$ cat config.mk
export PLATFORM = sky130hd
export DESIGN_NAME = sliding_window_sender_fast_retx_core
export DESIGN_NICKNAME = d
export VERILOG_FILES = /design/src/rtl/swfr_pkg.sv /design/src/rtl/sliding_window_sender_fast_retx_core.sv
export SDC_FILE = /design/constraint.sdc
export NUM_CORES = 2
export LEC_CHECK = 0
export ABC_AREA = 1
export BUFFER_PORTS_ARGS = -buffer_cell sky130_fd_sc_hd__buf_2
export CAP_MARGIN = 20
export CORE_MARGIN = 1
export CORE_UTILIZATION = 55
export CTS_CLUSTER_DIAMETER = 150
export DETAILED_ROUTE_END_ITERATION = 12
export GPL_TIMING_DRIVEN = 1
export PLACE_DENSITY_LB_ADDON = 0.2
export SETUP_SLACK_MARGIN = 0.2
export SLEW_MARGIN = 25
export SYNTH_ARGS = -nofsm -noshare
export SYNTH_HDL_FRONTEND = slang
export SYNTH_SLANG_ARGS = --single-unit
$ cat constraint.sdc
create_clock -name clk -period 28.9 [get_ports clk]
set_clock_uncertainty 0.2 [all_clocks]
set_input_delay 2.89 -clock clk [delete_from_list [all_inputs] [get_ports clk]]
set_output_delay 2.89 -clock clk [all_outputs]
set_load 0.1 [all_outputs]
$ cat src/rtl/swfr_pkg.sv
// Package for the sliding-window sender with fast retransmit.
// Holds field widths, opcodes, timer commands and parameter defaults.
// No dependencies.
package swfr_pkg;

    localparam int SEQ_W = 16;
    localparam int PAY_W = 56;

    localparam int WINDOW_DEF           = 4;
    localparam int STORE_INDEX_BITS_DEF = 3;

    localparam logic [1:0] OP_SEND    = 2'd0;
    localparam logic [1:0] OP_ACK     = 2'd1;
    localparam logic [1:0] OP_TIMEOUT = 2'd2;

    localparam logic [1:0] DUP_THRESHOLD = 2'd3;

    typedef enum logic [1:0] {
        TMR_NONE    = 2'd0,
        TMR_START   = 2'd1,
        TMR_STOP    = 2'd2,
        TMR_RESTART = 2'd3
    } timer_cmd_t;

endpackage

$ cat src/rtl/sliding_window_sender_fast_retx_core.sv
// Sliding-window sender core with fast and timeout retransmission.
// Depends on swfr_pkg (widths, opcodes, timer command type).
//
// Usage:
//   Input channel (in_valid / in_stall) carries one event word: a send with
//   a 21-byte payload, an ACK with its checksum flag, or a timer expiry.
//   Output channel (out_valid / out_stall) returns exactly one result word
//   per event: send status, emitted packet (new or retransmitted), timer
//   command and window-full flag.
//   The event is captured in the input register, then processed against
//   the window state into the result register.
//   Throughput is 1 event per cycle while the receiver does not stall; the
//   state update and the payload store write both complete in the cycle an
//   event moves to the result register, and the base-slot payload is kept
//   in a register so the next event sees it at once.
//   When the receiver stalls, the result register holds and the input
//   register fills; in_stall rises only when both are occupied.
//   Reset clears the window base, next sequence number, duplicate-ACK
//   tracking and both valid flags. Payload store contents are undefined
//   until written; only outstanding slots are ever read.
module sliding_window_sender_fast_retx_core
    import swfr_pkg::*;
#(
    parameter int WINDOW           = WINDOW_DEF,
    parameter int STORE_INDEX_BITS = STORE_INDEX_BITS_DEF
)
(
    input  logic             clk,
    input  logic             rst_n,

    input  logic             in_valid,
    output logic             in_stall,
    input  logic [1:0]       opcode,
    input  logic [SEQ_W-1:0] ack_number,
    input  logic             ack_checksum_ok,
    input  logic [PAY_W-1:0] payload_low,
    input  logic [PAY_W-1:0] payload_mid,
    input  logic [PAY_W-1:0] payload_high,

    output logic             out_valid,
    input  logic             out_stall,
    output logic             send_accepted,
    output logic             packet_valid,
    output logic             packet_is_retransmit,
    output logic [SEQ_W-1:0] packet_seq,
    output logic [PAY_W-1:0] out_payload_low,
    output logic [PAY_W-1:0] out_payload_mid,
    output logic [PAY_W-1:0] out_payload_high,
    output logic [1:0]       timer_command,
    output logic             window_full
);

    localparam int DEPTH = 1 << STORE_INDEX_BITS;
    localparam logic [SEQ_W-1:0] WIN = SEQ_W'(WINDOW);

    // window state
    logic [SEQ_W-1:0] base_reg, next_seq_reg, dup_val_reg;
    logic [1:0]       dup_cnt_reg;
    logic [SEQ_W-1:0] base_next, nseq_next, dup_val_next;
    logic [1:0]       dup_cnt_next;

    // payload store and base-slot copy
    logic [PAY_W-1:0] mem_low  [DEPTH];
    logic [PAY_W-1:0] mem_mid  [DEPTH];
    logic [PAY_W-1:0] mem_high [DEPTH];
    logic [PAY_W-1:0] base_low_reg, base_mid_reg, base_high_reg;

    // input register
    logic             s1_valid_reg;
    logic [1:0]       s1_op_reg;
    logic [SEQ_W-1:0] s1_ack_reg;
    logic             s1_ok_reg;
    logic [PAY_W-1:0] s1_low_reg, s1_mid_reg, s1_high_reg;

    // result register
    logic             out_valid_reg;
    logic             acc_reg, pkt_reg, retx_reg, full_reg;
    logic [SEQ_W-1:0] seq_reg;
    logic [PAY_W-1:0] olow_reg, omid_reg, ohigh_reg;
    timer_cmd_t       tmr_reg;

    logic             advance, load;
    logic [SEQ_W-1:0] outst, outst_after, ack_d;
    logic             wr_en, emit_base, r_acc, r_pkt, r_retx, r_full;
    logic [SEQ_W-1:0] r_seq;
    timer_cmd_t       r_tmr;
    logic [PAY_W-1:0] r_low, r_mid, r_high;
    logic [STORE_INDEX_BITS-1:0] wslot, rslot;
    logic [SEQ_W-1:0] base_commit;

    assign advance  = s1_valid_reg && (!out_valid_reg || !out_stall);
    assign in_stall = s1_valid_reg && !advance;
    assign load     = in_valid && !in_stall;

    always_comb
    begin
        outst        = next_seq_reg - base_reg;
        ack_d        = s1_ack_reg - base_reg;
        base_next    = base_reg;
        nseq_next    = next_seq_reg;
        dup_val_next = dup_val_reg;
        dup_cnt_next = dup_cnt_reg;
        wr_en        = 1'b0;
        emit_base    = 1'b0;
        r_acc        = 1'b0;
        r_pkt        = 1'b0;
        r_retx       = 1'b0;
        r_seq        = '0;
        r_tmr        = TMR_NONE;

        case (s1_op_reg)
            OP_SEND:
            begin
                if (outst < WIN)
                begin
                    wr_en     = 1'b1;
                    r_acc     = 1'b1;
                    r_pkt     = 1'b1;
                    r_seq     = next_seq_reg;
                    nseq_next = next_seq_reg + 1'b1;
                    if (base_reg == next_seq_reg)
                    begin
                        r_tmr = TMR_START;
                    end
                end
            end
            OP_ACK:
            begin
                if (s1_ok_reg)
                begin
                    if (ack_d < outst)
                    begin
                        base_next = s1_ack_reg + 1'b1;
                        r_tmr     = (base_next == next_seq_reg) ? TMR_STOP : TMR_RESTART;
                    end
                    else if (ack_d[SEQ_W-1])
                    begin
                        // ack behind base: duplicate
                        if (dup_cnt_reg != 2'd0 && dup_val_reg == s1_ack_reg)
                        begin
                            dup_cnt_next = dup_cnt_reg + 2'd1;
                        end
                        else
                        begin
                            dup_val_next = s1_ack_reg;
                            dup_cnt_next = 2'd1;
                        end
                        if (dup_cnt_next == DUP_THRESHOLD)
                        begin
                            dup_cnt_next = 2'd0;
                            emit_base    = (outst != '0);
                        end
                        r_tmr = (base_reg == next_seq_reg) ? TMR_STOP : TMR_RESTART;
                    end
                end
            end
            OP_TIMEOUT:
            begin
                dup_cnt_next = 2'd0;
                if (outst != '0)
                begin
                    emit_base = 1'b1;
                    r_tmr     = TMR_RESTART;
                end
                else
                begin
                    r_tmr = TMR_STOP;
                end
            end
            default:
            begin
            end
        endcase

        if (emit_base)
        begin
            r_pkt  = 1'b1;
            r_retx = 1'b1;
            r_seq  = base_reg;
        end

        if (!r_pkt)
        begin
            r_low  = '0;
            r_mid  = '0;
            r_high = '0;
        end
        else if (emit_base)
        begin
            r_low  = base_low_reg;
            r_mid  = base_mid_reg;
            r_high = base_high_reg;
        end
        else
        begin
            r_low  = s1_low_reg;
            r_mid  = s1_mid_reg;
            r_high = s1_high_reg;
        end

        outst_after = nseq_next - base_next;
        r_full      = (outst_after >= WIN);
    end

    assign base_commit = advance ? base_next : base_reg;
    assign wslot       = next_seq_reg[STORE_INDEX_BITS-1:0];
    assign rslot       = base_commit[STORE_INDEX_BITS-1:0];

    always_ff @(posedge clk or negedge rst_n)
    begin
        if (!rst_n)
        begin
            base_reg      <= '0;
            next_seq_reg  <= '0;
            dup_val_reg   <= '0;
            dup_cnt_reg   <= 2'd0;
            s1_valid_reg  <= 1'b0;
            out_valid_reg <= 1'b0;
        end
        else
        begin
            if (advance)
            begin
                base_reg     <= base_next;
                next_seq_reg <= nseq_next;
                dup_val_reg  <= dup_val_next;
                dup_cnt_reg  <= dup_cnt_next;
            end
            if (load)
            begin
                s1_valid_reg <= 1'b1;
            end
            else if (advance)
            begin
                s1_valid_reg <= 1'b0;
            end
            if (advance)
            begin
                out_valid_reg <= 1'b1;
            end
            else if (!out_stall)
            begin
                out_valid_reg <= 1'b0;
            end
        end
    end

    always_ff @(posedge clk)
    begin
        if (load)
        begin
            s1_op_reg   <= opcode;
            s1_ack_reg  <= ack_number;
            s1_ok_reg   <= ack_checksum_ok;
            s1_low_reg  <= payload_low;
            s1_mid_reg  <= payload_mid;
            s1_high_reg <= payload_high;
        end
        if (advance)
        begin
            acc_reg   <= r_acc;
            pkt_reg   <= r_pkt;
            retx_reg  <= r_retx;
            seq_reg   <= r_seq;
            olow_reg  <= r_low;
            omid_reg  <= r_mid;
            ohigh_reg <= r_high;
            tmr_reg   <= r_tmr;
            full_reg  <= r_full;
        end
    end

    // store write, base-slot read with write bypass
    always_ff @(posedge clk)
    begin
        if (advance && wr_en)
        begin
            mem_low[wslot]  <= s1_low_reg;
            mem_mid[wslot]  <= s1_mid_reg;
            mem_high[wslot] <= s1_high_reg;
        end
        if (advance && wr_en && wslot == rslot)
        begin
            base_low_reg  <= s1_low_reg;
            base_mid_reg  <= s1_mid_reg;
            base_high_reg <= s1_high_reg;
        end
        else
        begin
            base_low_reg  <= mem_low[rslot];
            base_mid_reg  <= mem_mid[rslot];
            base_high_reg <= mem_high[rslot];
        end
    end

    assign out_valid            = out_valid_reg;
    assign send_accepted        = acc_reg;
    assign packet_valid         = pkt_reg;
    assign packet_is_retransmit = retx_reg;
    assign packet_seq           = seq_reg;
    assign out_payload_low      = olow_reg;
    assign out_payload_mid      = omid_reg;
    assign out_payload_high     = ohigh_reg;
    assign timer_command        = tmr_reg;
    assign window_full          = full_reg;

endmodule

* Word-level counts from Yosys, hierarchy flattened
Memories as Yosys holds them, arrays and structs flattened. A register that Yosys moved wholly into a read port is not among the register bits. Cells that the tools add are included.
Word-level totals: register bits 429, input bits 191, memories 3, logic and storage cells 110, bits in read-only memories 0, bits in latches 0, output and inout port bits 192, bits in writable memories 1344
Memory list:
- mem_high | depth 8, width 56, rd ports 1, clocked after Yosys merged registers in 1, wr ports 1, RTL line sliding_window_sender_fast_retx_core.sv:65 | logic [PAY_W-1:0] mem_high [DEPTH];
- mem_low | depth 8, width 56, rd ports 1, clocked after Yosys merged registers in 1, wr ports 1, RTL line sliding_window_sender_fast_retx_core.sv:63 | logic [PAY_W-1:0] mem_low [DEPTH];
- mem_mid | depth 8, width 56, rd ports 1, clocked after Yosys merged registers in 1, wr ports 1, RTL line sliding_window_sender_fast_retx_core.sv:64 | logic [PAY_W-1:0] mem_mid [DEPTH];
Operators by class: multiplexer cells 47, add/subtract/negate cells 6, divide/modulo/power cells 0, $mul 0, reductions and logical operators 17, equality and inequality tests 10, shifts and indexed selects 0, bitwise operators 2, order comparisons 3
Operator list (count):
- $mux W56 | 3
- $mux W16 | 8
- $eq A16 B16 Y1 | 3
- $sub A16 B16 Y16 | 3
- $add A16 B1 Y16 const B | 2
- $mux W2 | 12
- $mux W1 | 20
- $ge A16 B3 Y1 const B | 1
- $lt A16 B16 Y1 | 1
- $lt A16 B3 Y1 const B | 1
- $reduce_bool A16 Y1 | 1
- $ne A2 B2 Y1 const B | 3
- $pmux W2 S3 | 1
- $reduce_and A6 Y1 | 1
- $reduce_bool A2 Y1 | 3
- $logic_and A1 B1 Y1 | 5
- $reduce_and A5 Y1 | 1
- $eq A2 B2 Y1 const B | 2
- $logic_not A1 Y1 | 4
- $pmux W2 S2 | 1
- $mux W3 | 1
- $add A2 B1 Y2 const B | 1
- $eq A2 B1 Y1 const B | 1
- $logic_not A2 Y1 | 1
- other kinds (4) | 5

* Logic depth before layout (Yosys ltp)
depth in word-level cells 14, gate-level depth with buffers 36, depth with buffers taken out 34

* Worst setup path after synthesis
Ideal clock, no wire load.
path type input to register, from input out_stall, to memory mem_high[0][0] (enable), setup slack 12.679 ns, path buffers 0, data arrival time 15.119 ns, stages 7, required time 27.799 ns, library setup time 0.901 ns, cells stage by stage nand2_1 -> inv_1 -> nor2_1 -> inv_1 -> nor2_1 -> nand2_1 -> nor3_1
Between the ends: cells in the longest elaborated chain, start to end 6
RTL lines:
- from (decl) | RTL line sliding_window_sender_fast_retx_core.sv:41 | input logic out_stall,
- $logic_not A1 Y1
- $logic_or A1 B1 Y1 | RTL line sliding_window_sender_fast_retx_core.sv:91 | assign advance = s1_valid_reg && (!out_valid_reg || !out_stall);
- $logic_and A1 B1 Y1 | RTL line sliding_window_sender_fast_retx_core.sv:91
- $logic_and A1 B1 Y1
- $mux W1 | RTL line sliding_window_sender_fast_retx_core.sv:276 | if (advance && wr_en)
- $mux W1 (not written as such) | RTL line sliding_window_sender_fast_retx_core.sv:280 | mem_high[wslot] <= s1_high_reg;
- to (decl) | RTL line sliding_window_sender_fast_retx_core.sv:65
No other way between the ends.

* Worst setup path after layout
from register next_seq_reg[0], to register full_reg (netlist: window_full), data pin
Between the ends: elaborated cells on any way between the ends 11, those cells by class 3 x add/sub; 3 x order compare; 5 x mux
RTL lines:
- from (decl) | RTL line sliding_window_sender_fast_retx_core.sv:57 | logic [SEQ_W-1:0] base_reg, next_seq_reg, dup_val_reg;
- from (signal assigned) | RTL line sliding_window_sender_fast_retx_core.sv:225 | next_seq_reg <= nseq_next;
- $sub A16 B16 Y16 | RTL line sliding_window_sender_fast_retx_core.sv:97 | outst = next_seq_reg - base_reg;
- $lt A16 B3 Y1 | RTL line sliding_window_sender_fast_retx_core.sv:114 | if (outst < WIN)
- $mux W16 * | RTL line sliding_window_sender_fast_retx_core.sv:114
- $mux W16 * | RTL line sliding_window_sender_fast_retx_core.sv:111 | case (s1_op_reg)
- net nseq_next[3] | RTL line sliding_window_sender_fast_retx_core.sv:59 | logic [SEQ_W-1:0] base_next, nseq_next, dup_val_next;
- $sub A16 B16 Y16 * | RTL line sliding_window_sender_fast_retx_core.sv:201 | outst_after = nseq_next - base_next;
- $ge A16 B3 Y1 * | RTL line sliding_window_sender_fast_retx_core.sv:202 | r_full = (outst_after >= WIN);
- net r_full | RTL line sliding_window_sender_fast_retx_core.sv:84 | logic wr_en, emit_base, r_acc, r_pkt, r_retx, r_full;
- to (signal assigned) | RTL line sliding_window_sender_fast_retx_core.sv:269 | full_reg <= r_full;
- to (decl) | RTL line sliding_window_sender_fast_retx_core.sv:77 | logic acc_reg, pkt_reg, retx_reg, full_reg;
Mark *: on every way through the listed nets, which the timed path passes. The rest lies on a longest branch. A chain may end at the register's enable or synchronous reset.

==> out/metrics.cfg <==
[critical_path]
r2r_cells=33
crit_family=simple AND/OR/NAND/NOR gates
arrival_ps=7370
path_class=reg2reg
worstPathMaxFanout=49
path_buf_inv=3
critPathMaxStageDelay_ps=780
r2r_slack_ps=21880
endpoint_kind=flip-flop
critPathSlowestCell=nor2_4
r2r-start=next_seq_reg[0]
start_kind=flip-flop
cpMostUsedCell=nand2_1
crit_required_ps=29250
regToRegEndpoint=window_full

[floorplan]
fp-row-count=132
core-area_um2=130000
fp.dieArea_um2=132000
die_x_um=364
pin_count=383
initial_core_util_pct=55.5
die_y_um=364

[layout]
final_nets=6266
top_regs=mem_high: 448 flops, mem_low: 448 flops, mem_mid: 448 flops
diodes=0
areaGrowthSynthToFinish_pct=12.9
drive_gt1_share_pct=11.5
fin_area_um2=81300
multi_input_area_um2=17000
seq_area_um2=53000
nFillCells=9718

[clock_network]
hold_buffers=0
post_cts_buffers=0
clockBufferDepth=3
path_clk_slew_ps=70
cts_tree=yes
htreeDepth=4
clock-sinks=1776
cts_root_buffer=clkbuf_16
insertion_delay_ps=810
numCtsBuffers=180
ctsResizeCount=0

[min_path]
hold_depth=2
holdPathEnd=base_reg[6]
hold_path_class=reg2reg
min_from=base_reg[6]

[placed_design]
io_buffers=382
place_ws_ps=21790
hpwl_um=93700
gp_congestion=0.931
placed_cell_area_um2=75300

[grt]
grt_max_degree=247
grt_first_pass_wirelength_um=260000
antenna_found_initial=0
grt_pass1_vias=44000
grt-ovfl-total=0
grt_usage_pct=25.8

[sta]
setup_tns_ps=0
slew_violations=0
setup_viol_count_final=0
rsz0062_at_grt=no
min_period_ps=7020
fin_ws_ps=21880
worst_slew_pin_slew_ps=1180
relSlewSlack_pct=21.6
max_freq_ghz=0.142
final_hold_viol_count=0
min_period_over_period_pct=24.3

[logic_synthesis]
synth_seq_area_share_pct=73.7
synth_cell_types=43
synth_ff_type=edfxtp_1
synth_edf_count=1721
synth_cells=5730
yosysWarnings=0
yosys_register_bits=1776
netlist_area_um2=72000
synthArstFlopShare_pct=2.93
syn_avg_cell_area_um2=12.6
syn_nets=5992

[status]
status=completed

[routing]
wl_per_cell_um=21.9
vias=46100
viasPerCell=5.84
drc=0
drt-total-wl_um=173000
ant_nets=0
drt-pass1-iter-count=6
drt-initial-drc-count=4955

[job]
drv_cap=0

[pwr]
p_per_area_nw_per_um2=89.3
p_leak_nw=29.7
ir_worst_vdd_v=0.0000788

==> tightest hold or removal path: cells and delay by family, from the launching register on <==
| kind | cells | cell delay (ps) |
|---|---|---|
| compound gates | 1 | 60 |
| flops | 1 | 340 |
| simple gates | 1 | 50 |
==> cells in the mapped netlist, types with 2 or more instances <==
cell,number,share of area (%)
inv_1,163,0.85
o21bai_1,2,0.021
a21boi_0,3,0.031
or2_2,4,0.035
dfxtp_1,3,0.083
clkbuf_1,258,1.3
a21o_1,2,0.021
dfrtp_1,52,1.8
edfxtp_1,1721,72
o211ai_1,4,0.042
nand2_1,1381,7.2
xnor2_1,13,0.16
nor4_1,8,0.070
ha_1,68,1.2
nand3_1,252,1.8
o21ai_0,594,4.1
a21oi_1,229,1.6
buf_2,34,0.24
buf_4,20,0.21
a211oi_1,2,0.021
o31ai_1,2,0.021
fa_1,3,0.083
a32o_1,168,2.3
nand3b_1,10,0.10
o22ai_1,172,1.5
and2_1,4,0.035
o2111ai_1,3,0.036
xor2_1,32,0.39
nand4_1,23,0.20
o21ai_1,2,0.014
nor3_1,29,0.20
clkinv_1,2,0.010
buf_1,30,0.16
nor2_1,428,2.2
==> how the worst max path moves through the flow <==
stage / startpoint / end / slack (ps) / cells after the start
CTS: next_seq_reg[0] / window_full / 21960 / 33
global placement: out_stall / mem_low[2][13] / 21820 / 11
detailed placement: out_stall / mem_low[2][19] / 21790 / 11
finish: next_seq_reg[0] / window_full / 21880 / 33
floorplan: out_stall / mem_high[0][0] / 12680 / 7
global route: next_seq_reg[0] / window_full / 21220 / 33
==> report_power, final <==
part           switching [mW]  internal (mW)
clock                   0.973           1.34
combinational            1.36          0.548
sequential              0.106           2.93
total                    2.44           4.82
==> through the flow <==
step                cells  power [mW]  hold WS, ps  util [%]
finish               7899        7.26          288      62.7
global route         7899        7.60          312      62.7
CTS                  7895        7.28          288      62.6
detailed placement   7560        4.98          273      58.1
global placement     7560        4.96          271      58.1
floorplan            5730        4.49          234         -
==> routing by layer <==
metal | vias up | wire length [um] | part of all wire [%] | GRT usage, %
met3 | 259 | 12900 | 7.4 | 4.38
met1 | 22700 | 73100 | 42 | 36.2
met4 | 0 | 4140 | 2.4 | 7.73
li1 | 21400 | - | - | -
met5 | - | 0 | 0 | 0
met2 | 1797 | 82600 | 48 | 41.4
==> layout by cell type (no fill, tap or decap), types with 161 or more instances in the layout <==
| cell | n |
|---|---|
| edfxtp_1 | 1721 |
| nand2_1 | 1381 |
| o21ai_0 | 594 |
| nor2_1 | 425 |
| buf_2 | 382 |
| nand3_1 | 251 |
| a21oi_1 | 229 |
| clkbuf_16 | 183 |
| o22ai_1 | 172 |
| a32o_1 | 168 |
| inv_1 | 161 |
==> layout make-up <==
cell class | instances | share of cell area (%)
multi-input combinational | 3446 | 20.9
timing repair buffer | 434 | 3.12
tap | 1742 | 2.68
sequential | 1776 | 65.2
clock inverter | 96 | 1.31
clock buffer | 239 | 5.94
inverter | 166 | 0.809
==> cell families (layout without fill, tap and decap cells) <==
group                    Yosys count  count (layout)  share of synthesized area, %
adder cells (fa/ha/maj)           71              71                          1.27
flip-flops                      1776            1776                          73.7
AND/OR/NAND/NOR                 2143            2143                          11.9
XOR/XNOR                          46              46                         0.579
buffers and inverters            508             935                          2.81
AO/OA/AOI/OAI                   1186            1186                          9.79
Note: power is estimated with default switching activity, not from simulation.
